File: src/sv/crc_framed_stream_deframer_top_macros.svh
// ----------------------------------------------------------------------------
// crc framed stream deframer assertion macros
// concurrent assertion wrappers shared by the deframer rtl
// ----------------------------------------------------------------------------
`ifndef CRC_FRAMED_STREAM_DEFRAMER_TOP_MACROS_SVH
`define CRC_FRAMED_STREAM_DEFRAMER_TOP_MACROS_SVH

// check sampled on clk, masked while reset is held
`define CFSD_ASSERT_RST(label, prop, msg) \
  label: assert property (@(posedge clk) disable iff (!rst_n) prop) else $error(msg);

// check sampled on clk, also active during reset
`define CFSD_ASSERT_ALWAYS(label, prop, msg) \
  label: assert property (@(posedge clk) prop) else $error(msg);

`endif

File: src/sv/cfsd_pkg.sv
// ----------------------------------------------------------------------------
// cfsd_pkg
// types, codes and crc helper for the length prefixed frame deframer
// ----------------------------------------------------------------------------
`timescale 1ns / 1ps
`default_nettype none

package cfsd_pkg;

  // configuration register indexes
  localparam int unsigned CFG_IDX_W = 1;
  localparam logic [CFG_IDX_W-1:0] REG_MAGIC_FIRST  = 1'd0;
  localparam logic [CFG_IDX_W-1:0] REG_MAGIC_SECOND = 1'd1;

  localparam logic [7:0] MAGIC_FIRST_RST  = 8'hA5;
  localparam logic [7:0] MAGIC_SECOND_RST = 8'h5A;

  // crc-16/ccitt-false
  localparam logic [15:0] CRC_POLY = 16'h1021;
  localparam logic [15:0] CRC_INIT = 16'hFFFF;

  // record kinds
  typedef logic [1:0] kind_t;
  localparam kind_t KIND_PAYLOAD = 2'd0;
  localparam kind_t KIND_ACCEPT  = 2'd1;
  localparam kind_t KIND_REJECT  = 2'd2;

  // parser phases
  typedef enum logic [7:0] {
    PH_HUNT0   = 8'b0000_0001,
    PH_HUNT1   = 8'b0000_0010,
    PH_TYPE    = 8'b0000_0100,
    PH_LEN_LO  = 8'b0000_1000,
    PH_LEN_HI  = 8'b0001_0000,
    PH_PAYLOAD = 8'b0010_0000,
    PH_CRC_LO  = 8'b0100_0000,
    PH_CRC_HI  = 8'b1000_0000
  } phase_t;

  // one byte of crc update, msb first
  function automatic logic [15:0] crc_byte(input logic [15:0] crc, input logic [7:0] b);
    logic [15:0] c;
    c = crc ^ {b, 8'h00};
    for (int i = 0; i < 8; i++) begin
      if (c[15]) begin
        c = {c[14:0], 1'b0} ^ CRC_POLY;
      end else begin
        c = {c[14:0], 1'b0};
      end
    end
    return c;
  endfunction

endpackage

`default_nettype wire

File: src/sv/cfsd_if.sv
// ----------------------------------------------------------------------------
// cfsd stream interfaces
// byte input channel and record output channel, valid/ready handshake
// ----------------------------------------------------------------------------
`timescale 1ns / 1ps
`default_nettype none

// received byte channel
interface cfsd_in_if;
  logic       valid;
  logic       ready;
  logic [7:0] rx_byte;

  modport source (output valid, output rx_byte, input ready);
  modport sink   (input valid, input rx_byte, output ready);
endinterface

// deframed record channel
interface cfsd_out_if;
  import cfsd_pkg::*;
  logic        valid;
  logic        ready;
  kind_t       record_kind;
  logic [7:0]  payload_byte;
  logic [15:0] payload_index;
  logic [7:0]  frame_type;
  logic [15:0] frame_length;
  logic [15:0] received_crc;
  logic [15:0] computed_crc;
  logic        frame_end;

  modport source (
    output valid, output record_kind, output payload_byte, output payload_index,
    output frame_type, output frame_length, output received_crc, output computed_crc,
    output frame_end, input ready
  );
  modport sink (
    input valid, input record_kind, input payload_byte, input payload_index,
    input frame_type, input frame_length, input received_crc, input computed_crc,
    input frame_end, output ready
  );
endinterface

`default_nettype wire

File: src/sv/crc_framed_stream_deframer_top.sv
// ----------------------------------------------------------------------------
// crc_framed_stream_deframer_top
// sync hunt, header parse, payload pass-through and crc-16 check per byte
// ----------------------------------------------------------------------------
//  channel      dir   handshake        contents
//  in_stream    in    valid/ready      rx_byte
//  out_stream   out   valid/ready      one record per payload byte or frame end
//  cfg_*        in    write enable     magic_first (0), magic_second (1)
//
//  one byte per cycle while the output keeps taking records; a byte sits
//  in the input register, the parser and byte-wide crc update run
//  combinationally from it into the record register
//  a stalled output holds the record and the input register; ready drops only
//  while the record register is full and not taken
//  synchronous active-low reset returns to the sync hunt, no clearing pass
// ----------------------------------------------------------------------------
`timescale 1ns / 1ps
`default_nettype none

module crc_framed_stream_deframer_top (
  input  wire logic                           clk,
  input  wire logic                           rst_n,
  cfsd_in_if.sink                             in_stream,
  cfsd_out_if.source                          out_stream,
  input  wire logic                           cfg_we,
  input  wire logic [cfsd_pkg::CFG_IDX_W-1:0] cfg_index,
  input  wire logic [7:0]                     cfg_wdata
);
  import cfsd_pkg::*;

  // configuration
  logic [7:0] magic_first_r, magic_second_r;

  // input register
  logic       in_v_r;
  logic [7:0] in_byte_r;

  // parser state
  phase_t      phase_r, phase_nxt;
  logic [7:0]  type_r, type_nxt;
  logic [15:0] len_r, len_nxt;
  logic [15:0] left_r, left_nxt;
  logic [15:0] crc_r, crc_nxt;
  logic [7:0]  crc_lo_r, crc_lo_nxt;

  // result register
  logic        out_v_r, out_v_nxt;
  kind_t       kind_r, kind_nxt;
  logic [7:0]  pbyte_r, pbyte_nxt;
  logic [15:0] pidx_r, pidx_nxt;
  logic [7:0]  ftype_r, ftype_nxt;
  logic [15:0] flen_r, flen_nxt;
  logic [15:0] rcrc_r, rcrc_nxt;
  logic [15:0] ccrc_r, ccrc_nxt;
  logic        fend_r, fend_nxt;
  logic        res_v;

  logic        advance;
  logic        in_xfer;
  logic [15:0] crc_upd;
  logic [15:0] rx_crc;
  logic [15:0] left_dec;

  // pipeline moves when a byte is held and the record slot is free or being drained
  assign advance  = in_v_r && (!out_v_r || out_stream.ready);
  assign in_stream.ready = !in_v_r || advance;
  assign in_xfer  = in_stream.valid && in_stream.ready;

  assign crc_upd  = crc_byte(crc_r, in_byte_r);
  assign rx_crc   = {in_byte_r, crc_lo_r};
  assign left_dec = left_r - 16'd1;

  // configuration writes
  always_ff @(posedge clk) begin
    if (!rst_n) begin
      magic_first_r  <= MAGIC_FIRST_RST;
      magic_second_r <= MAGIC_SECOND_RST;
    end else if (cfg_we) begin
      if (cfg_index == REG_MAGIC_FIRST) begin
        magic_first_r <= cfg_wdata;
      end
      if (cfg_index == REG_MAGIC_SECOND) begin
        magic_second_r <= cfg_wdata;
      end
    end
  end

  // input register
  always_ff @(posedge clk) begin
    if (!rst_n) begin
      in_v_r <= 1'b0;
    end else if (in_xfer) begin
      in_v_r <= 1'b1;
    end else if (advance) begin
      in_v_r <= 1'b0;
    end
  end

  always_ff @(posedge clk) begin
    if (in_xfer) begin
      in_byte_r <= in_stream.rx_byte;
    end
  end

  // parser and record build
  always_comb begin
    phase_nxt  = phase_r;
    type_nxt   = type_r;
    len_nxt    = len_r;
    left_nxt   = left_r;
    crc_nxt    = crc_r;
    crc_lo_nxt = crc_lo_r;
    res_v      = 1'b0;
    kind_nxt   = KIND_PAYLOAD;
    pbyte_nxt  = 8'h00;
    pidx_nxt   = 16'h0000;
    ftype_nxt  = type_r;
    flen_nxt   = len_r;
    rcrc_nxt   = 16'h0000;
    ccrc_nxt   = 16'h0000;
    fend_nxt   = 1'b0;
    unique case (phase_r)
      PH_HUNT0: begin
        if (in_byte_r == magic_first_r) begin
          phase_nxt = PH_HUNT1;
        end
      end
      PH_HUNT1: begin
        // second magic wins over a repeated first magic
        priority if (in_byte_r == magic_second_r) begin
          phase_nxt = PH_TYPE;
          crc_nxt   = CRC_INIT;
        end else if (in_byte_r != magic_first_r) begin
          phase_nxt = PH_HUNT0;
        end else begin
          // repeated first magic keeps waiting
          phase_nxt = PH_HUNT1;
        end
      end
      PH_TYPE: begin
        type_nxt  = in_byte_r;
        crc_nxt   = crc_upd;
        phase_nxt = PH_LEN_LO;
      end
      PH_LEN_LO: begin
        len_nxt   = {8'h00, in_byte_r};
        crc_nxt   = crc_upd;
        phase_nxt = PH_LEN_HI;
      end
      PH_LEN_HI: begin
        len_nxt   = {in_byte_r, len_r[7:0]};
        left_nxt  = {in_byte_r, len_r[7:0]};
        crc_nxt   = crc_upd;
        // empty payload skips straight to the footer
        phase_nxt = ({in_byte_r, len_r[7:0]} == 16'h0000) ? PH_CRC_LO : PH_PAYLOAD;
      end
      PH_PAYLOAD: begin
        crc_nxt   = crc_upd;
        res_v     = 1'b1;
        kind_nxt  = KIND_PAYLOAD;
        pbyte_nxt = in_byte_r;
        pidx_nxt  = len_r - left_r;
        left_nxt  = left_dec;
        if (left_dec == 16'h0000) begin
          phase_nxt = PH_CRC_LO;
        end
      end
      PH_CRC_LO: begin
        crc_lo_nxt = in_byte_r;
        phase_nxt  = PH_CRC_HI;
      end
      PH_CRC_HI: begin
        res_v     = 1'b1;
        kind_nxt  = (rx_crc == crc_r) ? KIND_ACCEPT : KIND_REJECT;
        rcrc_nxt  = rx_crc;
        ccrc_nxt  = crc_r;
        fend_nxt  = 1'b1;
        phase_nxt = PH_HUNT0;
      end
      default: begin
        phase_nxt = PH_HUNT0;
      end
    endcase
  end

  // parser state registers
  always_ff @(posedge clk) begin
    if (!rst_n) begin
      phase_r <= PH_HUNT0;
    end else if (advance) begin
      phase_r <= phase_nxt;
    end
  end

  always_ff @(posedge clk) begin
    if (!rst_n) begin
      crc_r <= CRC_INIT;
    end else if (advance) begin
      crc_r <= crc_nxt;
    end
  end

  always_ff @(posedge clk) begin
    if (advance) begin
      type_r   <= type_nxt;
      len_r    <= len_nxt;
      left_r   <= left_nxt;
      crc_lo_r <= crc_lo_nxt;
    end
  end

  // record register valid
  always_comb begin
    out_v_nxt = out_v_r && !out_stream.ready;
    if (advance) begin
      out_v_nxt = res_v;
    end
  end

  always_ff @(posedge clk) begin
    if (!rst_n) begin
      out_v_r <= 1'b0;
    end else begin
      out_v_r <= out_v_nxt;
    end
  end

  // record payload
  always_ff @(posedge clk) begin
    if (advance && res_v) begin
      kind_r  <= kind_nxt;
      pbyte_r <= pbyte_nxt;
      pidx_r  <= pidx_nxt;
      ftype_r <= ftype_nxt;
      flen_r  <= flen_nxt;
      rcrc_r  <= rcrc_nxt;
      ccrc_r  <= ccrc_nxt;
      fend_r  <= fend_nxt;
    end
  end

  assign out_stream.valid         = out_v_r;
  assign out_stream.record_kind   = kind_r;
  assign out_stream.payload_byte  = pbyte_r;
  assign out_stream.payload_index = pidx_r;
  assign out_stream.frame_type    = ftype_r;
  assign out_stream.frame_length  = flen_r;
  assign out_stream.received_crc  = rcrc_r;
  assign out_stream.computed_crc  = ccrc_r;
  assign out_stream.frame_end     = fend_r;

`include "crc_framed_stream_deframer_top_macros.svh"

  // end records carry an accept or reject verdict
  `CFSD_ASSERT_RST(a_end_kind, out_v_r && fend_r |-> (kind_r == KIND_ACCEPT || kind_r == KIND_REJECT), "end record without verdict")

  // accept only when both crc values agree
  `CFSD_ASSERT_RST(a_accept_match, out_v_r && kind_r == KIND_ACCEPT |-> rcrc_r == ccrc_r, "frame accepted with crc mismatch")

  // payload index stays inside the announced length
  `CFSD_ASSERT_RST(a_index_range, out_v_r && !fend_r |-> pidx_r < flen_r, "payload index past frame length")

  // no record right after reset
  `CFSD_ASSERT_ALWAYS(a_reset_empty, !rst_n |=> !out_v_r && !in_v_r, "pipeline not empty after reset")

endmodule

`default_nettype wire

File: src/flat_wrapper.sv
// flat-port wrapper written by rule: the top's interface ports become plain ports
module crc_framed_stream_deframer_top_flat import cfsd_pkg::*;
  (clk, rst_n, cfg_we, cfg_index, cfg_wdata, in_stream_valid, in_stream_rx_byte, in_stream_ready, out_stream_valid, out_stream_record_kind, out_stream_payload_byte, out_stream_payload_index, out_stream_frame_type, out_stream_frame_length, out_stream_received_crc, out_stream_computed_crc, out_stream_frame_end, out_stream_ready);
  cfsd_in_if in_stream_i ();
  cfsd_out_if out_stream_i ();
  input  wire logic clk;
  input  wire logic rst_n;
  input  wire logic cfg_we;
  input  wire logic [cfsd_pkg::CFG_IDX_W-1:0] cfg_index;
  input  wire logic [7:0] cfg_wdata;
  input wire logic [$bits(in_stream_i.valid)-1:0] in_stream_valid;
  input wire logic [$bits(in_stream_i.rx_byte)-1:0] in_stream_rx_byte;
  output wire logic [$bits(in_stream_i.ready)-1:0] in_stream_ready;
  output wire logic [$bits(out_stream_i.valid)-1:0] out_stream_valid;
  output wire logic [$bits(out_stream_i.record_kind)-1:0] out_stream_record_kind;
  output wire logic [$bits(out_stream_i.payload_byte)-1:0] out_stream_payload_byte;
  output wire logic [$bits(out_stream_i.payload_index)-1:0] out_stream_payload_index;
  output wire logic [$bits(out_stream_i.frame_type)-1:0] out_stream_frame_type;
  output wire logic [$bits(out_stream_i.frame_length)-1:0] out_stream_frame_length;
  output wire logic [$bits(out_stream_i.received_crc)-1:0] out_stream_received_crc;
  output wire logic [$bits(out_stream_i.computed_crc)-1:0] out_stream_computed_crc;
  output wire logic [$bits(out_stream_i.frame_end)-1:0] out_stream_frame_end;
  input wire logic [$bits(out_stream_i.ready)-1:0] out_stream_ready;
  assign in_stream_i.valid = in_stream_valid;
  assign in_stream_i.rx_byte = in_stream_rx_byte;
  assign in_stream_ready = in_stream_i.ready;
  assign out_stream_valid = out_stream_i.valid;
  assign out_stream_record_kind = out_stream_i.record_kind;
  assign out_stream_payload_byte = out_stream_i.payload_byte;
  assign out_stream_payload_index = out_stream_i.payload_index;
  assign out_stream_frame_type = out_stream_i.frame_type;
  assign out_stream_frame_length = out_stream_i.frame_length;
  assign out_stream_received_crc = out_stream_i.received_crc;
  assign out_stream_computed_crc = out_stream_i.computed_crc;
  assign out_stream_frame_end = out_stream_i.frame_end;
  assign out_stream_i.ready = out_stream_ready;
  crc_framed_stream_deframer_top u_core (.clk(clk), .rst_n(rst_n), .in_stream(in_stream_i), .out_stream(out_stream_i), .cfg_we(cfg_we), .cfg_index(cfg_index), .cfg_wdata(cfg_wdata));
endmodule
File: config.mk
export PLATFORM = sky130hd
export DESIGN_NAME = crc_framed_stream_deframer_top_flat
export DESIGN_NICKNAME = d
export VERILOG_FILES = /design/src/sv/cfsd_pkg.sv /design/src/sv/cfsd_if.sv /design/src/sv/crc_framed_stream_deframer_top.sv /design/src/flat_wrapper.sv
export VERILOG_INCLUDE_DIRS = /design/src /design/src/sv
export SDC_FILE = /design/constraint.sdc
export NUM_CORES = 1
export LEC_CHECK = 0
export BUFFER_PORTS_ARGS = -buffer_cell sky130_fd_sc_hd__buf_2
export CAP_MARGIN = 40
export CORE_MARGIN = 3
export CORE_UTILIZATION = 58
export DETAILED_ROUTE_END_ITERATION = 10
export GPL_TIMING_DRIVEN = 0
export PLACE_DENSITY = 0.92
export SYNTH_ARGS = -nofsm -noshare
export SYNTH_HDL_FRONTEND = slang
export SYNTH_SLANG_ARGS = --single-unit
File: constraint.sdc
create_clock -name clk -period 8.31 [get_ports clk]
set_clock_uncertainty 0.05 [all_clocks]
set_input_delay 1.2465 -clock clk [delete_from_list [all_inputs] [get_ports clk]]
set_output_delay 1.2465 -clock clk [all_outputs]
set_load 0.01 [all_outputs]
Yosys cells after proc, flatten, opt, wreduce, memory -nomap -nowiden
Index checks and enable logic that the tools add are counted.
{"block": "word_totals", "word_cells": 98, "input_bits": 22, "out_inout_bits": 85, "reg_bits": 181}
{"block": "op_classes", "n_mux": 24, "n_eq_ne": 15, "reduce_logical": 26, "n_addsub": 2, "bitwise_logic": 11}
{"operator": "$mux W13", "n": 8}
{"operator": "$pmux W16 S2", "n": 3}
{"operator": "$pmux W8 S7", "n": 1}
{"operator": "$logic_not A16 Y1", "n": 2}
{"operator": "$mux W8", "n": 3}
{"operator": "$not A3 Y3", "n": 8}
{"operator": "$eq A16 B16 Y1", "n": 1}
{"operator": "$eq A8 B8 Y1", "n": 2}
{"operator": "$mux W16", "n": 1}
{"operator": "$sub A16 B1 Y16 const B", "n": 1}
{"operator": "$sub A16 B16 Y16", "n": 1}
{"operator": "$xor A16 B16 Y16", "n": 1}
{"operator": "$reduce_and A2 Y1", "n": 6}
{"operator": "$reduce_and A3 Y1", "n": 3}
{"operator": "$eq A8 B1 Y1 const B", "n": 1}
{"operator": "$eq A8 B2 Y1 const B", "n": 1}
{"operator": "$eq A8 B3 Y1 const B", "n": 1}
{"operator": "$eq A8 B4 Y1 const B", "n": 1}
{"operator": "$eq A8 B5 Y1 const B", "n": 1}
{"operator": "$eq A8 B6 Y1 const B", "n": 1}
{"operator": "$eq A8 B7 Y1 const B", "n": 1}
{"operator": "$eq A8 B8 Y1 const B", "n": 1}
{"operator": "$ne A8 B8 Y1", "n": 1}
{"operator": "$reduce_bool A2 Y1", "n": 4}
{"operator": "10 further kinds", "n": 24}

Longest topological paths before layout
Gate-level depths: netlist (run 1).
{"block": "depth", "ltp_word": 18, "mapped_depth": 10, "ltp_nobuf": 10}

Worst setup path after synthesis (run 1)
No wires, ideal clock.
{"block": "synth_path", "path_kind": "input to register", "from": "input port out_stream_ready", "to": "register u_core.ccrc_r[0], in the netlist u_core.out_stream.computed_crc[0] (enable)", "setup_time_ps": 554, "slack_ps": 1884, "arrival_time_ps": 5822, "stages": 4, "n_path_buf": 1, "required_ps": 7706, "cell_sequence": "nor2b_1 -> nand2b_1 -> clkbuf_1 -> a21oi_1"}
{"block": "synth_between", "elab_chain_len": 3}
{"element": "from (decl)", "line_no": "flat_wrapper.sv:23", "text": "input wire logic [$bits(out_stream_i.ready)-1:0] out_stream_ready;"}
{"element": "$logic_or A1 B1 Y1", "line_no": "crc_framed_stream_deframer_top.sv:65", "text": "assign advance = in_v_r && (!out_v_r || out_stream.ready);"}
{"element": "$logic_and A1 B1 Y1", "line_no": "crc_framed_stream_deframer_top.sv:65"}
{"element": "$logic_and A1 B1 Y1", "line_no": "crc_framed_stream_deframer_top.sv:230", "text": "if (advance && res_v) begin"}
{"element": "to (signal assigned)", "line_no": "crc_framed_stream_deframer_top.sv:237", "text": "ccrc_r <= ccrc_nxt;"}
{"element": "to (decl)", "line_no": "crc_framed_stream_deframer_top.sv:54", "text": "logic [15:0] ccrc_r, ccrc_nxt;"}
Every way passes these cells.
A chain may end at the register's enable or synchronous reset.

Final worst setup path (run 1)
{"block": "layout_path", "from": "register u_core.phase_r[0]", "to": "register u_core.left_r[11] (enable)"}
{"block": "layout_between", "elab_chain_len": 3, "word_cells_on_any_way": 4, "cone_classes": "eq/ne (2); reduce/logical (2)"}
{"element": "from (decl)", "line_no": "crc_framed_stream_deframer_top.sv:39", "text": "phase_t phase_r, phase_nxt;"}
{"element": "from (signal assigned)", "line_no": "crc_framed_stream_deframer_top.sv:191", "text": "phase_r <= phase_nxt;"}
{"element": "$eq A8 B5 Y1 / $eq A8 B6 Y1 (equally long branches)", "line_no": "crc_framed_stream_deframer_top.sv:122", "text": "unique case (phase_r)"}
{"element": "$reduce_bool A2 Y1 (no line) (*)"}
{"element": "$reduce_and A2 Y1 (no line) (*)"}
{"element": "to (signal assigned)", "line_no": "crc_framed_stream_deframer_top.sv:207", "text": "left_r <= left_nxt;"}
{"element": "to (decl)", "line_no": "crc_framed_stream_deframer_top.sv:42", "text": "logic [15:0] left_r, left_nxt;"}
Mark *: on every way between the ends. The rest lies on a longest branch, timed or not.

==> results of run 1 <==
kinds of logic (layout without fill, tap and decap cells):
logic type	after synthesis	in the layout	synth area share, %
AOI/OAI and AO/OA	108	108	9.08
and+or+nand+nor	265	265	16.8
DFF	181	181	60.1
adders and majority gates	18	18	2.79
buffers and inverters	57	200	2.84
muxes	5	5	0.600
xor gates and xnor gates	74	74	7.77
metrics by stage:
stage	cell area, sq um	cells	hold WS (ns)	setup WS, ns
6_report	9780	1031	0.371	5.04
5_1_grt	9780	1031	0.379	4.93
4_1_cts	9780	1031	0.370	5.12
3_5_place_dp	9210	999	0.355	4.89
3_3_place_gp	9090	994	0.353	0.133
2_1_floorplan	8340	708	0.350	1.88
worst max-delay path, delay by kind of cell (launching register included):
kind	cells	cell delay, ns
buffers and inverters	3	0.97
AND/OR/NAND/NOR	3	1.01
flip-flops	1	0.36
AO/OA/AOI/OAI	1	0.56
cell type report:
class / instances / area (sq um) / share of cell area, %
well taps: 180 / 225 / 2.30
repair buffers: 111 / 622 / 6.36
plain buffers: 34 / 150 / 1.53
clock inverters: 14 / 148 / 1.51
inverters: 23 / 86.3 / 0.882
multi-input cells: 470 / 3110 / 31.8
clock buffers: 18 / 429 / 4.39
flip-flops and latches: 181 / 5010 / 51.3
state kept, by name (all words and copies together), names as in the netlist:
| signal | cells |
|---|---|
| u_core.crc_lo_r | 8 |
| u_core.crc_r | 16 |
| u_core.flen_nxt | 16 |
| u_core.ftype_nxt | 8 |
| u_core.in_byte_r | 8 |
| u_core.in_v_r | 1 |
| u_core.left_r | 16 |
| u_core.magic_first_r | 8 |
| u_core.magic_second_r | 8 |
| u_core.out_stream.computed_crc | 16 |
| u_core.out_stream.frame_end | 1 |
| u_core.out_stream.frame_length | 16 |
| u_core.out_stream.frame_type | 8 |
| u_core.out_stream.payload_byte | 8 |
| u_core.out_stream.payload_index | 16 |
| u_core.out_stream.received_crc | 16 |
| u_core.out_stream.record_kind | 2 |
| u_core.out_stream.valid | 1 |
| u_core.phase_r | 8 |
layer usage:
metal / vias to the layer above / track usage [%] / share of wire [%]
met4: 0 / 13.5 / 3.6
met5: - / 0 / 0
met3: 73 / 4.96 / 9.6
li1: 2775 / - / -
met1: 2995 / 32.6 / 37
met2: 418 / 43.2 / 50
cell usage after synthesis (15+ instances only):
cell type / instances / area share [%]
edfxtp_1: 139 / 50
nand2_1: 78 / 3.5
and2_1: 61 / 4.6
dfxtp_1: 42 / 10
xnor2_1: 38 / 4.0
nor2_1: 36 / 1.6
xor2_1: 36 / 3.8
clkbuf_1: 29 / 1.3
a21oi_1: 28 / 1.7
o21ai_0: 28 / 1.7
inv_1: 23 / 1.0
ha_1: 17 / 2.6
nand3_1: 17 / 1.0
nor3_1: 15 / 0.90
power by group through the flow:
stage / combinational [mW] / sequential (mW) / clock, mW
after floorplan: 0.0501 / 0.997 / 0
after global placement: 0.0712 / 0.999 / 0
after detailed placement: 0.0737 / 0.999 / 0
after CTS: 0.0753 / 0.980 / 0.797
after global routing: 0.0827 / 0.980 / 0.831
final: 0.0768 / 0.980 / 0.795
worst paths after layout:
kind,from,cells after the start,end,slack (ns)
setup / recovery,u_core.phase_r[0],7,u_core.left_r[11],5.04
hold / removal,u_core.ftype_nxt[0],0,u_core.out_stream.frame_type[0],0.37
setup reg to reg,u_core.phase_r[0],7,u_core.left_r[11],5.04
hold reg to reg,u_core.ftype_nxt[0],0,u_core.out_stream.frame_type[0],0.37
==> results.sh, run 1 <==
export IMPL_hold_viol=0
export IMPL_dr_pass1_iters=6
export IMPL_worstPathMaxFanout=10
export IMPL_min_period_ns=3.27
export IMPL_arrival_ns=3.36
export IMPL_layout_common_cells="edfxtp_1, buf_2, nand2_1"
export IMPL_leakagePower_nw=3.92
export IMPL_drc_errors=0
export IMPL_wl_per_cell_um=20.0
export IMPL_drv_slew=0
export IMPL_detail_route_antenna_nets=0
export IMPL_async_flop_share_pct=0
export IMPL_swShare_pct=21.9
export IMPL_synth_area_per_cell_sq_um=11.8
export IMPL_vias=6261
export IMPL_port_buffers=106
export IMPL_core_area_sq_um=14000
export IMPL_dieArea_sq_um=15900
export IMPL_p_comb_share_pct=4.1
export IMPL_crit_path_end_kind="flop"
export IMPL_cts_tree="built"
export IMPL_worst_ir_drop_vdd_v=0.000157
export IMPL_fmaxAchievable_ghz=0.306
export IMPL_cap_violations=0
export IMPL_drt_iter0_drc=736
export IMPL_worst_slew_margin_rel_pct=39.6
export IMPL_synthToLayoutAreaGrowth_pct=17.3
export IMPL_start_util_pct=59.6
export IMPL_grt_pass1_wl_um=31900
export IMPL_syn_area_sq_um=8340
export IMPL_cts_setup_buffers=0
export IMPL_tightestPinTransition_ns=0.899
export IMPL_syn_nets=748
export IMPL_clk_latency_ns=0.44
export IMPL_nets=878
export IMPL_first_global_vias=6082
export IMPL_htree_levels=4
export IMPL_slowest_stage="or4_1"
export IMPL_layout_drive_gt1_share_pct=20.2
export IMPL_gr_total_overflow=0
export IMPL_finalPower_mw=1.85
export IMPL_p_int_mw=1.45
export IMPL_antenna_found_initial=0
export IMPL_critical_path_class="reg -> reg"
export IMPL_grt_usage_pct=26.0
export IMPL_start_kind="flop"
export IMPL_die_h_um=126
export IMPL_place_hpwl_um=13600
export IMPL_hp_class="reg -> reg"
export IMPL_clock_sinks=181
export IMPL_cts_resized=0
export IMPL_max_stage_delay_ns=0.59
export IMPL_ys_types=61
export IMPL_cts_root_buf="clkbuf_16"
export IMPL_power_density_nw_per_um2=189
export IMPL_clk_transition_reported_paths_ns=0.08
export IMPL_synth_cells=708
export IMPL_vias_per_cell=6.07
export IMPL_die_w_um=126
export IMPL_p_clk_share_pct=42.9
export IMPL_nFillCells=937
export IMPL_outcome="completed"
export IMPL_synth_edff_count=139
export IMPL_rsz0062_at_grt="false"
export IMPL_antenna_cells=0
export IMPL_path_common_cell="clkbuf_1"
export IMPL_cts_hold_buf=0
export IMPL_p_sw_uw=406
export IMPL_pwr_share_seq_pct=52.9
export IMPL_io_pins=107
export IMPL_cp_cell_sequence="or4_1, nor3_2, nand3b_1, clkbuf_1, clkbuf_1, a21oi_2, buf_6"
export IMPL_timing_final_crit_share_pct=39.4
export IMPL_tns_ns=0
export IMPL_cts_buffer_depth=2
export IMPL_grt_max_degree=32
export IMPL_setup_viol=0
export IMPL_yosysWarnings=0
export IMPL_rows=43
export IMPL_wl_um=20600
export IMPL_synthFlopType="edfxtp_1"
export IMPL_globalplace_congestion=0.927
export IMPL_required_ns=8.40
export IMPL_cts_buffers=17
export IMPL_synth_seq_cells=181
export IMPL_ys_seq_area_share_pct=60.1
export IMPL_final_common_cell="edfxtp_1"
export IMPL_finish_utilization_pct=69.9
(Power assumes the default switching activity.)
==> run 2, diff against run 1 <==
==> constraint.sdc (replaced) <==
create_clock -name clk -period 3.1 [get_ports clk]
set_clock_uncertainty 0.05 [all_clocks]
set_input_delay 0.465 -clock clk [delete_from_list [all_inputs] [get_ports clk]]
set_output_delay 0.465 -clock clk [all_outputs]
set_load 0.01 [all_outputs]
==> run 2 against run 1 <==
  * Final area down 0.13%
  * Non-clock buffer count unchanged
  * Critical path depth unchanged
  * Total power rose to 2.6 times the previous value
  * Wire length down 12%
  * Cell count unchanged
  * Global-route usage down 2.8 points
  * Setup slack worse by 4.8 ns
  * Die area unchanged
  * Fmax up 13%
==> results.sh, run 2 (synthesis gave the netlist of run 1 again) <==
export IMPL_start_kind="flop"
export IMPL_wl_per_cell_um=17.6
export IMPL_p_clk_share_pct=41.8
export IMPL_clk_latency_ns=0.44
export IMPL_worstPathMaxFanout=10
export IMPL_crit_path_end_kind="flop"
export IMPL_nets=878
export IMPL_synthToLayoutAreaGrowth_pct=17.2
export IMPL_die_h_um=126
export IMPL_nFillCells=947
export IMPL_clock_sinks=181
export IMPL_vias=5894
export IMPL_setup_viol=0
export IMPL_wl_um=18200
export IMPL_hold_viol=0
export IMPL_port_buffers=106
export IMPL_timing_final_crit_share_pct=93.4
export IMPL_cts_hold_buf=0
export IMPL_p_int_mw=3.82
export IMPL_finish_utilization_pct=69.8
export IMPL_dr_pass1_iters=5
export IMPL_seq_area_sq_um=5020
export IMPL_instances_no_fill=1031
export IMPL_required_ns=3.19
export IMPL_drv_slew=0
export IMPL_multi_input_area_sq_um=3120
export IMPL_tightestPinTransition_ns=0.848
export IMPL_grt_pass1_wl_um=29100
export IMPL_worst_slew_margin_rel_pct=43.0
export IMPL_worst_ir_drop_vdd_v=0.000361
export IMPL_grt_max_degree=31
export IMPL_cts_setup_buffers=0
export IMPL_detail_route_antenna_nets=0
export IMPL_layout_drive_gt1_share_pct=20.7
export IMPL_fmaxAchievable_ghz=0.345
export IMPL_hold_ws_ns=0.152
export IMPL_p_comb_share_pct=4.1
export IMPL_cts_buffers=17
export IMPL_place_inst=999
export IMPL_hp_class="in -> reg"
export IMPL_layout_common_cells="edfxtp_1, buf_2, nand2_1"
export IMPL_finalPower_mw=4.85
export IMPL_pwr_share_seq_pct=54.1
export IMPL_die_w_um=126
export IMPL_gr_total_overflow=0
export IMPL_cap_violations=0
export IMPL_cts_root_buf="clkbuf_16"
export IMPL_cts_tree="built"
export IMPL_cts_buffer_depth=2
export IMPL_place_hpwl_um=12700
export IMPL_rows=43
export IMPL_globalplace_congestion=0.936
export IMPL_final_common_cell="edfxtp_1"
export IMPL_min_period_ns=2.90
export IMPL_htree_levels=4
export IMPL_grt_usage_pct=23.3
export IMPL_drc_errors=0
export IMPL_drt_iter0_drc=613
export IMPL_power_density_nw_per_um2=497
export IMPL_vias_per_cell=5.72
export IMPL_antenna_cells=0
export IMPL_reg2reg_from="u_core.phase_r[1]"
export IMPL_arrival_ns=2.99
export IMPL_antenna_found_initial=0
export IMPL_clk_transition_reported_paths_ns=0.06
export IMPL_start_util_pct=59.6
export IMPL_core_area_sq_um=14000
export IMPL_cts_resized=0
export IMPL_min_from="in_stream_rx_byte[2]"
export IMPL_critical_path_class="reg -> reg"
export IMPL_rsz0062_at_grt="false"
export IMPL_p_sw_mw=1.04
export IMPL_first_global_vias=5633
export IMPL_dieArea_sq_um=15900
export IMPL_swShare_pct=21.4
export IMPL_io_pins=107
export IMPL_leakagePower_nw=3.85
export IMPL_outcome="completed"
export IMPL_startpoint="u_core.phase_r[1]"
-- run 2: cell count changes in the layout (fill, tap and decap cells not counted), moves of 2 or more --
cell and change:
buf_12 +2, buf_16 -2, bufinv_16 -2, clkbuf_2 +3, clkbuf_8 +3, clkinv_2 -2, inv_4 +3, inv_6 -2
-- run 2: worst max-delay path: stages (launching register included) --
cell and delay (ns):
dfxtp_1 0.37, or4_4 0.55, nor3_4 0.15, nand3b_1 0.19
clkbuf_8 0.22, clkbuf_1 0.31, a21oi_2 0.54, buf_6 0.22
-- run 2: power by group through the flow --
stage	Clock [mW]	Combinational (mW)	Sequential [mW]
finish	2.03	0.201	2.63
global route	2.14	0.221	2.63
CTS	2.04	0.199	2.63
detailed placement	0	0.196	2.68
global placement	0	0.189	2.68
floorplan	0	0.135	2.67
-- run 2: worst paths after layout --
| kind | cells after the start | slack (ns) | end |
|---|---|---|---|
| max | 7 | 0.20 | u_core.left_r[9] |
| min reg2reg | 0 | 0.37 | u_core.out_stream.frame_type[4] |
| max reg2reg | 7 | 0.20 | u_core.left_r[9] |
| min | 1 | 0.15 | u_core.in_byte_r[2] |
-- run 2: layer usage --
metal,up-vias,GRT usage [%],share of wire [%]
met4,0,7.82,2.4
met2,294,36.9,47
li1,2783,-,-
met3,42,5.81,8.8
met1,2775,31.7,41
met5,-,0,0
-- run 2: metrics by stage --
stage               area (sq um)  setup slack [ns]  setup TNS [ns]
floorplan                   8370            -0.156          -12.95
global placement            9130            -0.791          -72.72
detailed placement          9210             0.236               0
CTS                         9770             0.226               0
global route                9770            0.0696               0
finish                      9770             0.205               0
-- run 2: final cells by class --
type | instances | share of cell area, %
tap | 180 | 2.31
clock buffer | 24 | 5.08
buffer | 34 | 1.64
sequential | 181 | 51.3
timing repair buffer | 111 | 6.21
inverter | 23 | 0.884
multi-input combinational | 470 | 31.9
clock inverter | 8 | 0.627
